===== src/rtl/core/ledblk_pkg.sv =====
// Shared constants and types for the multi-LED blink/toggle controller.
// No dependencies; used by the channel interfaces and the top level.
package ledblk_pkg;

  localparam int NUM_LEDS  = 2;
  localparam int TIME_BITS = 16;

  // Payload widths fixed by the item format
  localparam int IDX_W   = 4;
  localparam int TICKS_W = 16;
  localparam int OUT_W   = 2;

  localparam int LED_IDX_W = (NUM_LEDS > 1) ? $clog2(NUM_LEDS) : 1;
  localparam int OUT_IDX_W = (OUT_W > 1) ? $clog2(OUT_W) : 1;

  // Reset values of the blink times
  localparam int ON_TIME_RST       = 1;
  localparam int OFF_TIME_RST_LED0 = 199;
  localparam int OFF_TIME_RST_REST = 99;

  typedef enum logic [1:0] {
    MODE_ON_OFF   = 2'd0,
    MODE_TOGGLE   = 2'd1,
    MODE_BLINK    = 2'd2,
    MODE_DISABLED = 2'd3
  } led_mode_t;

  typedef enum logic {
    CMD_TICK = 1'b0,
    CMD_SET  = 1'b1
  } cmd_t;

endpackage


===== src/rtl/core/ledblk_if.sv =====
// Valid/ready channel interfaces for the LED controller: command in, drive result out.
// Depends on ledblk_pkg for payload widths.
interface ledblk_in_if;
  logic                               valid;
  logic                               ready;
  logic                               mode;
  logic [ledblk_pkg::IDX_W-1:0]       led_index;
  logic [1:0]                         led_mode;
  logic                               led_enable;
  logic [ledblk_pkg::TICKS_W-1:0]     interval_ticks;
  logic [ledblk_pkg::TICKS_W-1:0]     on_ticks;
  logic [ledblk_pkg::TICKS_W-1:0]     off_ticks;

  modport source (output valid, mode, led_index, led_mode, led_enable,
                  interval_ticks, on_ticks, off_ticks, input ready);
  modport sink   (input valid, mode, led_index, led_mode, led_enable,
                  interval_ticks, on_ticks, off_ticks, output ready);
endinterface

interface ledblk_out_if;
  logic                          valid;
  logic                          ready;
  logic [ledblk_pkg::OUT_W-1:0]  drive_mask;
  logic [ledblk_pkg::OUT_W-1:0]  drive_level;

  modport source (output valid, drive_mask, drive_level, input ready);
  modport sink   (input valid, drive_mask, drive_level, output ready);
endinterface


===== src/rtl/core/multi_led_blink_toggle_controller.sv =====
// Top level of the multi-LED blink/toggle controller.
// Depends on ledblk_pkg and the channel interfaces in ledblk_if.sv.
//
// Each accepted transaction yields exactly one result transaction. A set command
// goes from idle straight to the done state, where its result is loaded into the
// output register. A tick first passes through the step state, where one shared
// decrement/reload unit visits the LED entries one per cycle, and then reaches the
// done state and loads its result. While the output register holds a result that
// the receiver has not taken, the sequencer waits in its done state. The input is
// ready whenever the sequencer is idle, even while a previous result still waits
// in the output register.
module multi_led_blink_toggle_controller (
  input  logic                  clk,
  input  logic                  rst,
  ledblk_in_if.sink             in_ch,
  ledblk_out_if.source          out_ch
);

  typedef enum logic [1:0] {
    ST_IDLE,
    ST_STEP,
    ST_DONE
  } state_t;

  localparam int LIDX = ledblk_pkg::LED_IDX_W;
  localparam int TB   = ledblk_pkg::TIME_BITS;
  localparam int OW   = ledblk_pkg::OUT_W;

  state_t state;
  logic [LIDX-1:0] ptr;
  logic [OW-1:0]   mask_acc;
  logic [OW-1:0]   level_acc;
  logic            out_valid;
  logic [OW-1:0]   out_mask;
  logic [OW-1:0]   out_level;

  // Per-LED stores
  ledblk_pkg::led_mode_t mode_store   [ledblk_pkg::NUM_LEDS];
  logic                  enable_store [ledblk_pkg::NUM_LEDS];
  logic [TB-1:0]         interval_store [ledblk_pkg::NUM_LEDS];
  logic [TB-1:0]         on_store     [ledblk_pkg::NUM_LEDS];
  logic [TB-1:0]         off_store    [ledblk_pkg::NUM_LEDS];
  logic [TB-1:0]         cd_store     [ledblk_pkg::NUM_LEDS];
  logic                  tl_store     [ledblk_pkg::NUM_LEDS];

  logic in_fire;
  logic set_fire;
  logic set_hit;
  logic [LIDX-1:0] set_idx;
  logic out_free;
  logic load_out;
  logic last_led;

  // Shared step unit signals
  ledblk_pkg::led_mode_t cur_mode;
  logic          cur_en;
  logic          cur_tl;
  logic [TB-1:0] cur_cd;
  logic [TB-1:0] interval_next;
  logic [TB-1:0] cd_next;
  logic          tl_next;
  logic          drive;
  logic          drive_lv;
  logic          in_out_range;
  logic [ledblk_pkg::OUT_IDX_W-1:0] out_bit;

  assign in_ch.ready = (state == ST_IDLE);
  assign in_fire     = in_ch.valid && in_ch.ready;
  assign set_fire    = in_fire && (in_ch.mode == ledblk_pkg::CMD_SET);
  assign set_hit     = set_fire && ({1'b0, in_ch.led_index} <
                                    (ledblk_pkg::IDX_W + 1)'(ledblk_pkg::NUM_LEDS));
  assign set_idx     = in_ch.led_index[LIDX-1:0];
  assign out_free    = !out_valid || out_ch.ready;
  assign load_out    = (state == ST_DONE) && out_free;
  assign last_led    = (ptr == LIDX'(ledblk_pkg::NUM_LEDS - 1));

  assign out_ch.valid       = out_valid;
  assign out_ch.drive_mask  = out_mask;
  assign out_ch.drive_level = out_level;

  assign cur_mode = mode_store[ptr];
  assign cur_en   = enable_store[ptr];
  assign cur_tl   = tl_store[ptr];
  assign cur_cd   = cd_store[ptr];

  assign in_out_range = ({1'b0, ptr} < (LIDX + 1)'(OW));
  assign out_bit      = ledblk_pkg::OUT_IDX_W'(ptr);

  always_comb begin
    interval_next = interval_store[ptr];
    tl_next       = cur_tl;
    cd_next       = cur_cd - TB'(1);
    drive         = 1'b0;
    drive_lv      = 1'b0;
    if (cur_cd == '0) begin
      case (cur_mode)
        ledblk_pkg::MODE_ON_OFF: begin
          drive    = 1'b1;
          drive_lv = cur_en;
        end
        ledblk_pkg::MODE_TOGGLE, ledblk_pkg::MODE_BLINK: begin
          // Blink picks the next phase length before flipping the level
          if (cur_mode == ledblk_pkg::MODE_BLINK) begin
            interval_next = cur_tl ? off_store[ptr] : on_store[ptr];
          end
          tl_next  = ~cur_tl;
          drive    = 1'b1;
          drive_lv = cur_en & ~cur_tl;
        end
        default: begin
        end
      endcase
      cd_next = interval_next;
    end
  end

  // Sequencer and output register
  always_ff @(posedge clk) begin
    if (rst) begin
      state     <= ST_IDLE;
      ptr       <= '0;
      mask_acc  <= '0;
      level_acc <= '0;
      out_valid <= 1'b0;
    end else begin
      if (load_out) begin
        out_valid <= 1'b1;
      end else if (out_ch.ready) begin
        out_valid <= 1'b0;
      end
      case (state)
        ST_IDLE: begin
          if (in_fire) begin
            ptr       <= '0;
            mask_acc  <= '0;
            level_acc <= '0;
            state     <= (in_ch.mode == ledblk_pkg::CMD_SET) ? ST_DONE : ST_STEP;
          end
        end
        ST_STEP: begin
          if (drive && in_out_range) begin
            mask_acc[out_bit]  <= 1'b1;
            level_acc[out_bit] <= drive_lv;
          end
          ptr <= ptr + LIDX'(1);
          if (last_led) begin
            state <= ST_DONE;
          end
        end
        ST_DONE: begin
          // Hold until the output register frees up
          if (load_out) begin
            out_mask  <= mask_acc;
            out_level <= level_acc;
            state     <= ST_IDLE;
          end
        end
        default: begin
          state <= ST_IDLE;
        end
      endcase
    end
  end

  // LED state stores
  always_ff @(posedge clk) begin
    if (rst) begin
      for (int i = 0; i < ledblk_pkg::NUM_LEDS; i++) begin
        mode_store[i]     <= ledblk_pkg::MODE_BLINK;
        enable_store[i]   <= (i == 0);
        interval_store[i] <= '0;
        on_store[i]       <= TB'(ledblk_pkg::ON_TIME_RST);
        off_store[i]      <= (i == 0) ? TB'(ledblk_pkg::OFF_TIME_RST_LED0)
                                      : TB'(ledblk_pkg::OFF_TIME_RST_REST);
        cd_store[i]       <= '0;
        tl_store[i]       <= 1'b0;
      end
    end else if (set_hit) begin
      mode_store[set_idx]   <= ledblk_pkg::led_mode_t'(in_ch.led_mode);
      enable_store[set_idx] <= in_ch.led_enable;
      tl_store[set_idx]     <= in_ch.led_enable;
      if (in_ch.led_mode == ledblk_pkg::MODE_BLINK ||
          in_ch.led_mode == ledblk_pkg::MODE_TOGGLE) begin
        interval_store[set_idx] <= TB'(in_ch.interval_ticks);
      end
      if (in_ch.led_mode == ledblk_pkg::MODE_BLINK) begin
        on_store[set_idx]  <= TB'(in_ch.on_ticks);
        off_store[set_idx] <= TB'(in_ch.off_ticks);
        cd_store[set_idx]  <= TB'(in_ch.interval_ticks);
      end
    end else if (state == ST_STEP) begin
      interval_store[ptr] <= interval_next;
      tl_store[ptr]       <= tl_next;
      cd_store[ptr]       <= cd_next;
    end
  end

endmodule

===== src/flat_wrapper.sv =====
// flat-port wrapper written by rule: the top's interface ports become plain ports
module multi_led_blink_toggle_controller_flat 
  (clk, rst, in_ch_valid, in_ch_mode, in_ch_led_index, in_ch_led_mode, in_ch_led_enable, in_ch_interval_ticks, in_ch_on_ticks, in_ch_off_ticks, in_ch_ready, out_ch_valid, out_ch_drive_mask, out_ch_drive_level, out_ch_ready);
  ledblk_in_if in_ch_i ();
  ledblk_out_if out_ch_i ();
  input  logic clk;
  input  logic rst;
  input wire logic [$bits(in_ch_i.valid)-1:0] in_ch_valid;
  input wire logic [$bits(in_ch_i.mode)-1:0] in_ch_mode;
  input wire logic [$bits(in_ch_i.led_index)-1:0] in_ch_led_index;
  input wire logic [$bits(in_ch_i.led_mode)-1:0] in_ch_led_mode;
  input wire logic [$bits(in_ch_i.led_enable)-1:0] in_ch_led_enable;
  input wire logic [$bits(in_ch_i.interval_ticks)-1:0] in_ch_interval_ticks;
  input wire logic [$bits(in_ch_i.on_ticks)-1:0] in_ch_on_ticks;
  input wire logic [$bits(in_ch_i.off_ticks)-1:0] in_ch_off_ticks;
  output wire logic [$bits(in_ch_i.ready)-1:0] in_ch_ready;
  output wire logic [$bits(out_ch_i.valid)-1:0] out_ch_valid;
  output wire logic [$bits(out_ch_i.drive_mask)-1:0] out_ch_drive_mask;
  output wire logic [$bits(out_ch_i.drive_level)-1:0] out_ch_drive_level;
  input wire logic [$bits(out_ch_i.ready)-1:0] out_ch_ready;
  assign in_ch_i.valid = in_ch_valid;
  assign in_ch_i.mode = in_ch_mode;
  assign in_ch_i.led_index = in_ch_led_index;
  assign in_ch_i.led_mode = in_ch_led_mode;
  assign in_ch_i.led_enable = in_ch_led_enable;
  assign in_ch_i.interval_ticks = in_ch_interval_ticks;
  assign in_ch_i.on_ticks = in_ch_on_ticks;
  assign in_ch_i.off_ticks = in_ch_off_ticks;
  assign in_ch_ready = in_ch_i.ready;
  assign out_ch_valid = out_ch_i.valid;
  assign out_ch_drive_mask = out_ch_i.drive_mask;
  assign out_ch_drive_level = out_ch_i.drive_level;
  assign out_ch_i.ready = out_ch_ready;
  multi_led_blink_toggle_controller u_core (.clk(clk), .rst(rst), .in_ch(in_ch_i), .out_ch(out_ch_i));
endmodule

===== config.mk =====
export PLATFORM = sky130hd
export DESIGN_NAME = multi_led_blink_toggle_controller_flat
export DESIGN_NICKNAME = d
export VERILOG_FILES = /design/src/rtl/core/ledblk_pkg.sv /design/src/rtl/core/ledblk_if.sv /design/src/rtl/core/multi_led_blink_toggle_controller.sv /design/src/flat_wrapper.sv
export SDC_FILE = /design/constraint.sdc
export NUM_CORES = 1
export LEC_CHECK = 0
export BUFFER_PORTS_ARGS = -buffer_cell sky130_fd_sc_hd__buf_2
export CORE_MARGIN = 1.5
export CORE_UTILIZATION = 54
export DETAILED_ROUTE_END_ITERATION = 6
export PLACE_DENSITY = 0.76
export RECOVER_POWER = 100
export SLEW_MARGIN = 20
export SYNTH_ARGS = -nofsm -noshare
export SYNTH_HDL_FRONTEND = slang
export SYNTH_SLANG_ARGS = --single-unit

===== constraint.sdc =====
create_clock -name clk -period 3.75 [get_ports clk]
set_clock_uncertainty 0.1 [all_clocks]
set_input_delay 0 -clock clk [delete_from_list [all_inputs] [get_ports clk]]
set_output_delay 0 -clock clk [all_outputs]
set_load 0.02 [all_outputs]

Word-level counts from Yosys, hierarchy flattened
Memories as Yosys holds them, arrays and structs flattened. A register that Yosys moved wholly into a read port is not among the register bits.
Cells that the tools add are included.
W data, S select, Z words.
Storage, ports and cells
  output and inout port bits: 6
  bits in writable memories: 136
  bits in registers: 12
  word-level logic and storage cells: 151
  memories: 7
Memory list
  u_core.cd_store: words 2, width 16, read ports 1, clocked after Yosys merged registers in 1, write ports 2, line multi_led_blink_toggle_controller.sv:43  | logic [TB-1:0] cd_store [ledblk_pkg::NUM_LEDS];
  u_core.interval_store: words 2, width 16, read ports 1, clocked after Yosys merged registers in 1, write ports 2, line multi_led_blink_toggle_controller.sv:40  | logic [TB-1:0] interval_store [ledblk_pkg::NUM_LEDS];
  u_core.off_store: words 2, width 16, read ports 1, clocked after Yosys merged registers in 1, write ports 2, line multi_led_blink_toggle_controller.sv:42  | logic [TB-1:0] off_store [ledblk_pkg::NUM_LEDS];
  u_core.on_store: words 2, width 16, read ports 1, clocked after Yosys merged registers in 1, write ports 2, line multi_led_blink_toggle_controller.sv:41  | logic [TB-1:0] on_store [ledblk_pkg::NUM_LEDS];
  u_core.mode_store: words 2, width 2, read ports 1, clocked after Yosys merged registers in 1, write ports 2, line multi_led_blink_toggle_controller.sv:38  | ledblk_pkg::led_mode_t mode_store [ledblk_pkg::NUM_LEDS];
  u_core.enable_store: words 2, width 1, read ports 1, clocked after Yosys merged registers in 1, write ports 2, line multi_led_blink_toggle_controller.sv:39  | logic enable_store [ledblk_pkg::NUM_LEDS];
  1 more memories
Operators by class
  equality and inequality tests: 10
  bitwise gates (word level): 4
  $add $sub $neg: 2
  reduce and logical (&&, ||, !) cells: 29
  muxes and demuxes: 89
  order comparisons: 3
Operators by type and width (number)
  $mux W16: 11
  $reduce_or A16 Y1: 6
  $mux W1: 63
  $logic_not A16 Y1: 1
  $mux W2: 8
  $sub A16 B1 Y16 const B: 1
  $reduce_and A3 Y1: 3
  $pmux W2 S2: 2
  $eq A2 B1 Y1 const B: 3
  $eq A2 B2 Y1 const B: 3
  $ne A2 B1 Y1 const B: 3
  $pmux W2 S3: 1
  $logic_and A1 B1 Y1: 5
  $logic_not A2 Y1: 2
  $lt A4 B2 Y1 const B: 1
  $pmux W1 S2: 2
  $reduce_bool A2 Y1: 2
  $reduce_or A2 Y1: 2
  $reduce_or A1 Y1: 3
  $reduce_or A3 Y1: 1
  $bwmux W2: 1
  $logic_or A1 B1 Y1: 2
  $lt A1 B2 Y1 const B: 1
  $ne A2 B2 Y1 const B: 1
  8 further kinds: 9

Logic depth before layout (Yosys ltp)
  depth in word-level cells: 10
  mapped depth: 16
  depth with buffers taken out: 9

Worst setup path before layout
OpenSTA, ideal clock, no wires.
  path kind: register to register
  start point: register (tool-made name)
  end point: memory u_core.interval_store[0][12] (netlist name) (data pin)
  path slack: -210 ps
  required time: 3384 ps
  path buffers: 7
  data arrival time: 3594 ps
  cell stages (with the launch flop): 16
  cell sequence: dfxtp_1 buf_4 buf_2 buf_2 buf_2 buf_2 mux2i_1 ha_1 or4b_2 a21oi_2 and3_1 buf_6 buf_6 o211ai_1 a31oi_1 nor2_1
RTL lines (line)
  end: declaration: multi_led_blink_toggle_controller.sv:40

==> impl_results.md <==
* Yosys top cell area share at 0.534
* Initial antenna violation count at 0
* Post-synth net total at 736
* Gate Count Post-Synth at 670
* H-tree levels at 4
* Worst reg-to-reg path cell count at 8
* Tot GR Track Use at 0.267
* DIE AREA at about 0.015 mm^2
* Met2 wire len at just over 9 mm
* Post-synthesis sequential element count at between 100 and 150
* Min Clock Period, post-route at approximately 3.5 ns
* Crit-path max FO at 33
* Metal3 WL at roughly 1.5 mm
* Reg2reg end: u_core.cd_store[1][4]$_SDFFCE_PN0P_
* Sequential cell area fraction in the yosys report at 0.560
* Syn_area_per_cell at between 10 and 15 um^2
* Final ANT Viol Nets at 0
* Vias in the first global route at 5966
* Fin crit share at 0.924
* CTS tree: built
* Final Util at 0.677
* Crit path max-delay family: simple AND/OR/NAND/NOR gates
* Fin. max-slew vios at 0
* Hold path start: in_ch_interval_ticks[10]
* Global route total overflow at 0
* Placer Congestion at slightly above 0.9
* Avg WL per Cell at just under 20 um
* Port Buffers at 65
* Iteration-0 DRC Markers at about 510
* Final nets at between 800 and 900
* Clk buf depth at 2
* IO Count at 66
* Final setup TNS at 0 ns
* Outcome: finished, final reports clean
* WL final at 19.1 mm
* Hold Crit Endpoint: u_core.interval_store[0][10]$_SDFFCE_PN0P_
* Max Cap Viol at 0
* Mapped Area at roughly 0.0078 mm^2
* Dpl cells at 894
* Starting Density at 0.558
* P&R area growth vs syn at 21.3%
* CTS Root Cell: clkbuf_16
* Unrepaired setup endpoints after global routing: no
* Slowest-stage cell, CP: or4b_2
* Final Setup Violations at 0
* Critical Path AT at about 3.5 ns
* Post-synthesis cell type count at 65
* Vias per inst at 5.99
* Data required, critical path at around 3.8 ns
* Core ar. at 0.0140 mm^2
* Dpl ws at 0.455 ns
* Met1 wire length at roughly 8.0 mm
* DR top layer: met4
* Worst Hold Depth at 4
* Clock transition at path regs at around 0.06 ns
* DIE HEIGHT at approximately 120 um
* Vias at approximately 6k
* DRC viols at 0
* FFs w/ async S/R, synth at 0
* Fin cells at slightly below 1k
* Area leader, netlist: edfxtp_1
* Hpwl dp at 12.2 mm
* Row count at 43
* Maximum VDD drop at 370 uV
* Antenna cells at 0
* Final worst setup slack at 0.285 ns
* Top FF cell, synth: edfxtp_1
* Critical Path Max Stage Delay at about 0.64 ns
* First-pass GRT wire length at slightly above 30 mm
* TritonCTS Buffers at 17
* Pwr dens at approximately 440 mW/mm^2
* Ys Warns at 0
* Critical path endpoint category: flip-flop
* Clk Latency, worst-skew pair at approximately 0.42 ns
* Top cells by area, synth: edfxtp_1, mux2i_1, and2_1, nor2_1, dfxtp_1
* WS Path Type: reg2reg
* Post-route cell area at approximately 0.0095 mm^2
* Worst Setup Start Kind: flip-flop
* Chip Width at between 100 and 150 um
* Cells along the critical path: buf_4 > or4b_2 > a21oi_1 > and3_1 > buf_4 > nor2_1 > a211oi_1 > nor3_1
* Placement Cell Area at 0.00833 mm^2
* Least-Margin Pin Slew at between 1 and 1.5 ns
* R2R Setup Slk at roughly 0.28 ns
* DR pass1 iterations at 6
* CTS sink cnt at 149
* Highest Clock Rate at between 200 and 300 MHz
* Number of synthesized flops with an enable pin at 139
* Layout cell share with drive strength beyond 1 at 0.175
* Leak at around 3.4 nW
* CP most frequent cell: buf_4
* Largest net degree at the start of global routing at 34
* Worst Hold Class: in2reg
* Worst rel slew slack at 0.0501
* Final Hold Violating Endpoints at 0
* Post-CTS Setup Bufs at 0
* Critical path buffers and inverters at 2
-- layout make-up --
type	count	area [um^2]
sequential	149	4380
fill	1049	4510
tap	180	225
clock buffer	18	429
inverter	5	18.8
clock inverter	14	175
timing repair buffer	144	1040
multi-input combinational	476	3210
-- registers in the layout, indices dropped and copies added, names as in the netlist, named ones only --
register	count
u_core.mask_acc	2
u_core.out_ch.drive_mask	2
u_core.cd_store	32
u_core.mode_store	4
u_core.enable_store	2
u_core.out_ch.drive_level	2
u_core.interval_store	32
u_core.on_store	32
u_core.last_led	1
u_core.tl_store	2
u_core.out_ch.valid	1
u_core.off_store	32
u_core.level_acc	2
u_core.state	2
-- logic make-up (layout without fill, tap and decap cells) --
family                     count (synthesis)  in the layout  share of synthesized area
AOI/OAI and AO/OA                        107            107                     0.0953
xor gates and xnor gates                  11             11                     0.0123
adders and majority gates                  6              6                    0.00961
buffers and inverters                     45            181                     0.0271
DFF                                      149            149                      0.560
muxes                                     63             63                     0.0960
and+or+nand+nor                          289            289                      0.200
-- stage by stage --
step,power [W],hold WS (ns)
after floorplan,0.00224,0.00862
after global placement,0.00237,0.138
after detailed placement,0.00238,0.154
after CTS,0.00415,0.0130
after global routing,0.00427,0.0630
final,0.00414,0.0499
-- tightest hold or removal path, cell delays in order --
cell,delay [ns]
buf_2,0.12
and2_1,0.17
a31oi_1,0.07
nor2_1,0.09
-- cells in the final DEF (no fill, tap or decap), types with 8 or more instances in the layout --
cell,n
a211oi_1,16
a21oi_1,24
a31oi_1,8
and2_0,30
and2_1,31
and3_1,9
buf_2,59
buf_4,12
clkbuf_1,9
clkbuf_16,17
dfxtp_1,9
dlygate4sd3_1,60
edfxtp_1,139
mux2_2,15
mux2i_1,39
mux4_2,8
nand2_1,39
nand2b_1,18
nor2_1,71
nor2b_1,11
nor3_1,31
o211ai_1,8
o21ai_0,12
or3_1,14
xnor2_1,9
-- Yosys cell counts (all sizes together), types with 10 or more instances --
cell type  number
clkbuf         23
nor2           71
dfxtp          10
mux2           15
or3            14
nand2          39
nor2b          11
buf            17
o21ai          12
edfxtp        139
and2           61
mux2i          40
a21oi          25
nand2b         18
nor3           31
a211oi         16
-- repair_timing --
item,CTS,global route
hold buffers,60,0
resized for setup,0,0
endpoints found under the setup margin,0,0
hold endpoints to repair,131,0
-- report_power, final --
part	internal (W)	total, W	leakage, nW	switching, W
logic	0.000206	0.000473	1.62	0.000267
registers	0.00188	0.00192	1.47	0.0000414
clock network	0.00105	0.00175	0.289	0.000694
total	0.00314	0.00414	3.39	0.00100
-- layer usage --
metal | track usage | vias to the layer above
met5 | 0 | -
met4 | 0.0999 | 0
met3 | 0.0549 | 34
met2 | 0.438 | 276
met1 | 0.353 | 2848
li1 | - | 2753
-- worst max-delay path by stage --
stage	endpoint	slack, ns	cells past startpoint
after floorplan	u_core.interval_store[0][12]$_SDFFCE_PN0P_	0.007	15
after global placement	u_core.cd_store[0][14]$_SDFFCE_PN0P_	0.48	9
after detailed placement	u_core.cd_store[1][14]$_SDFFCE_PN0P_	0.46	9
after CTS	u_core.cd_store[1][14]$_SDFFCE_PN0P_	0.44	9
after global routing	u_core.interval_store[1][3]$_SDFFCE_PN0P_	0.13	8
final	u_core.cd_store[1][4]$_SDFFCE_PN0P_	0.28	8
Power figures use the tool's default switching activity.
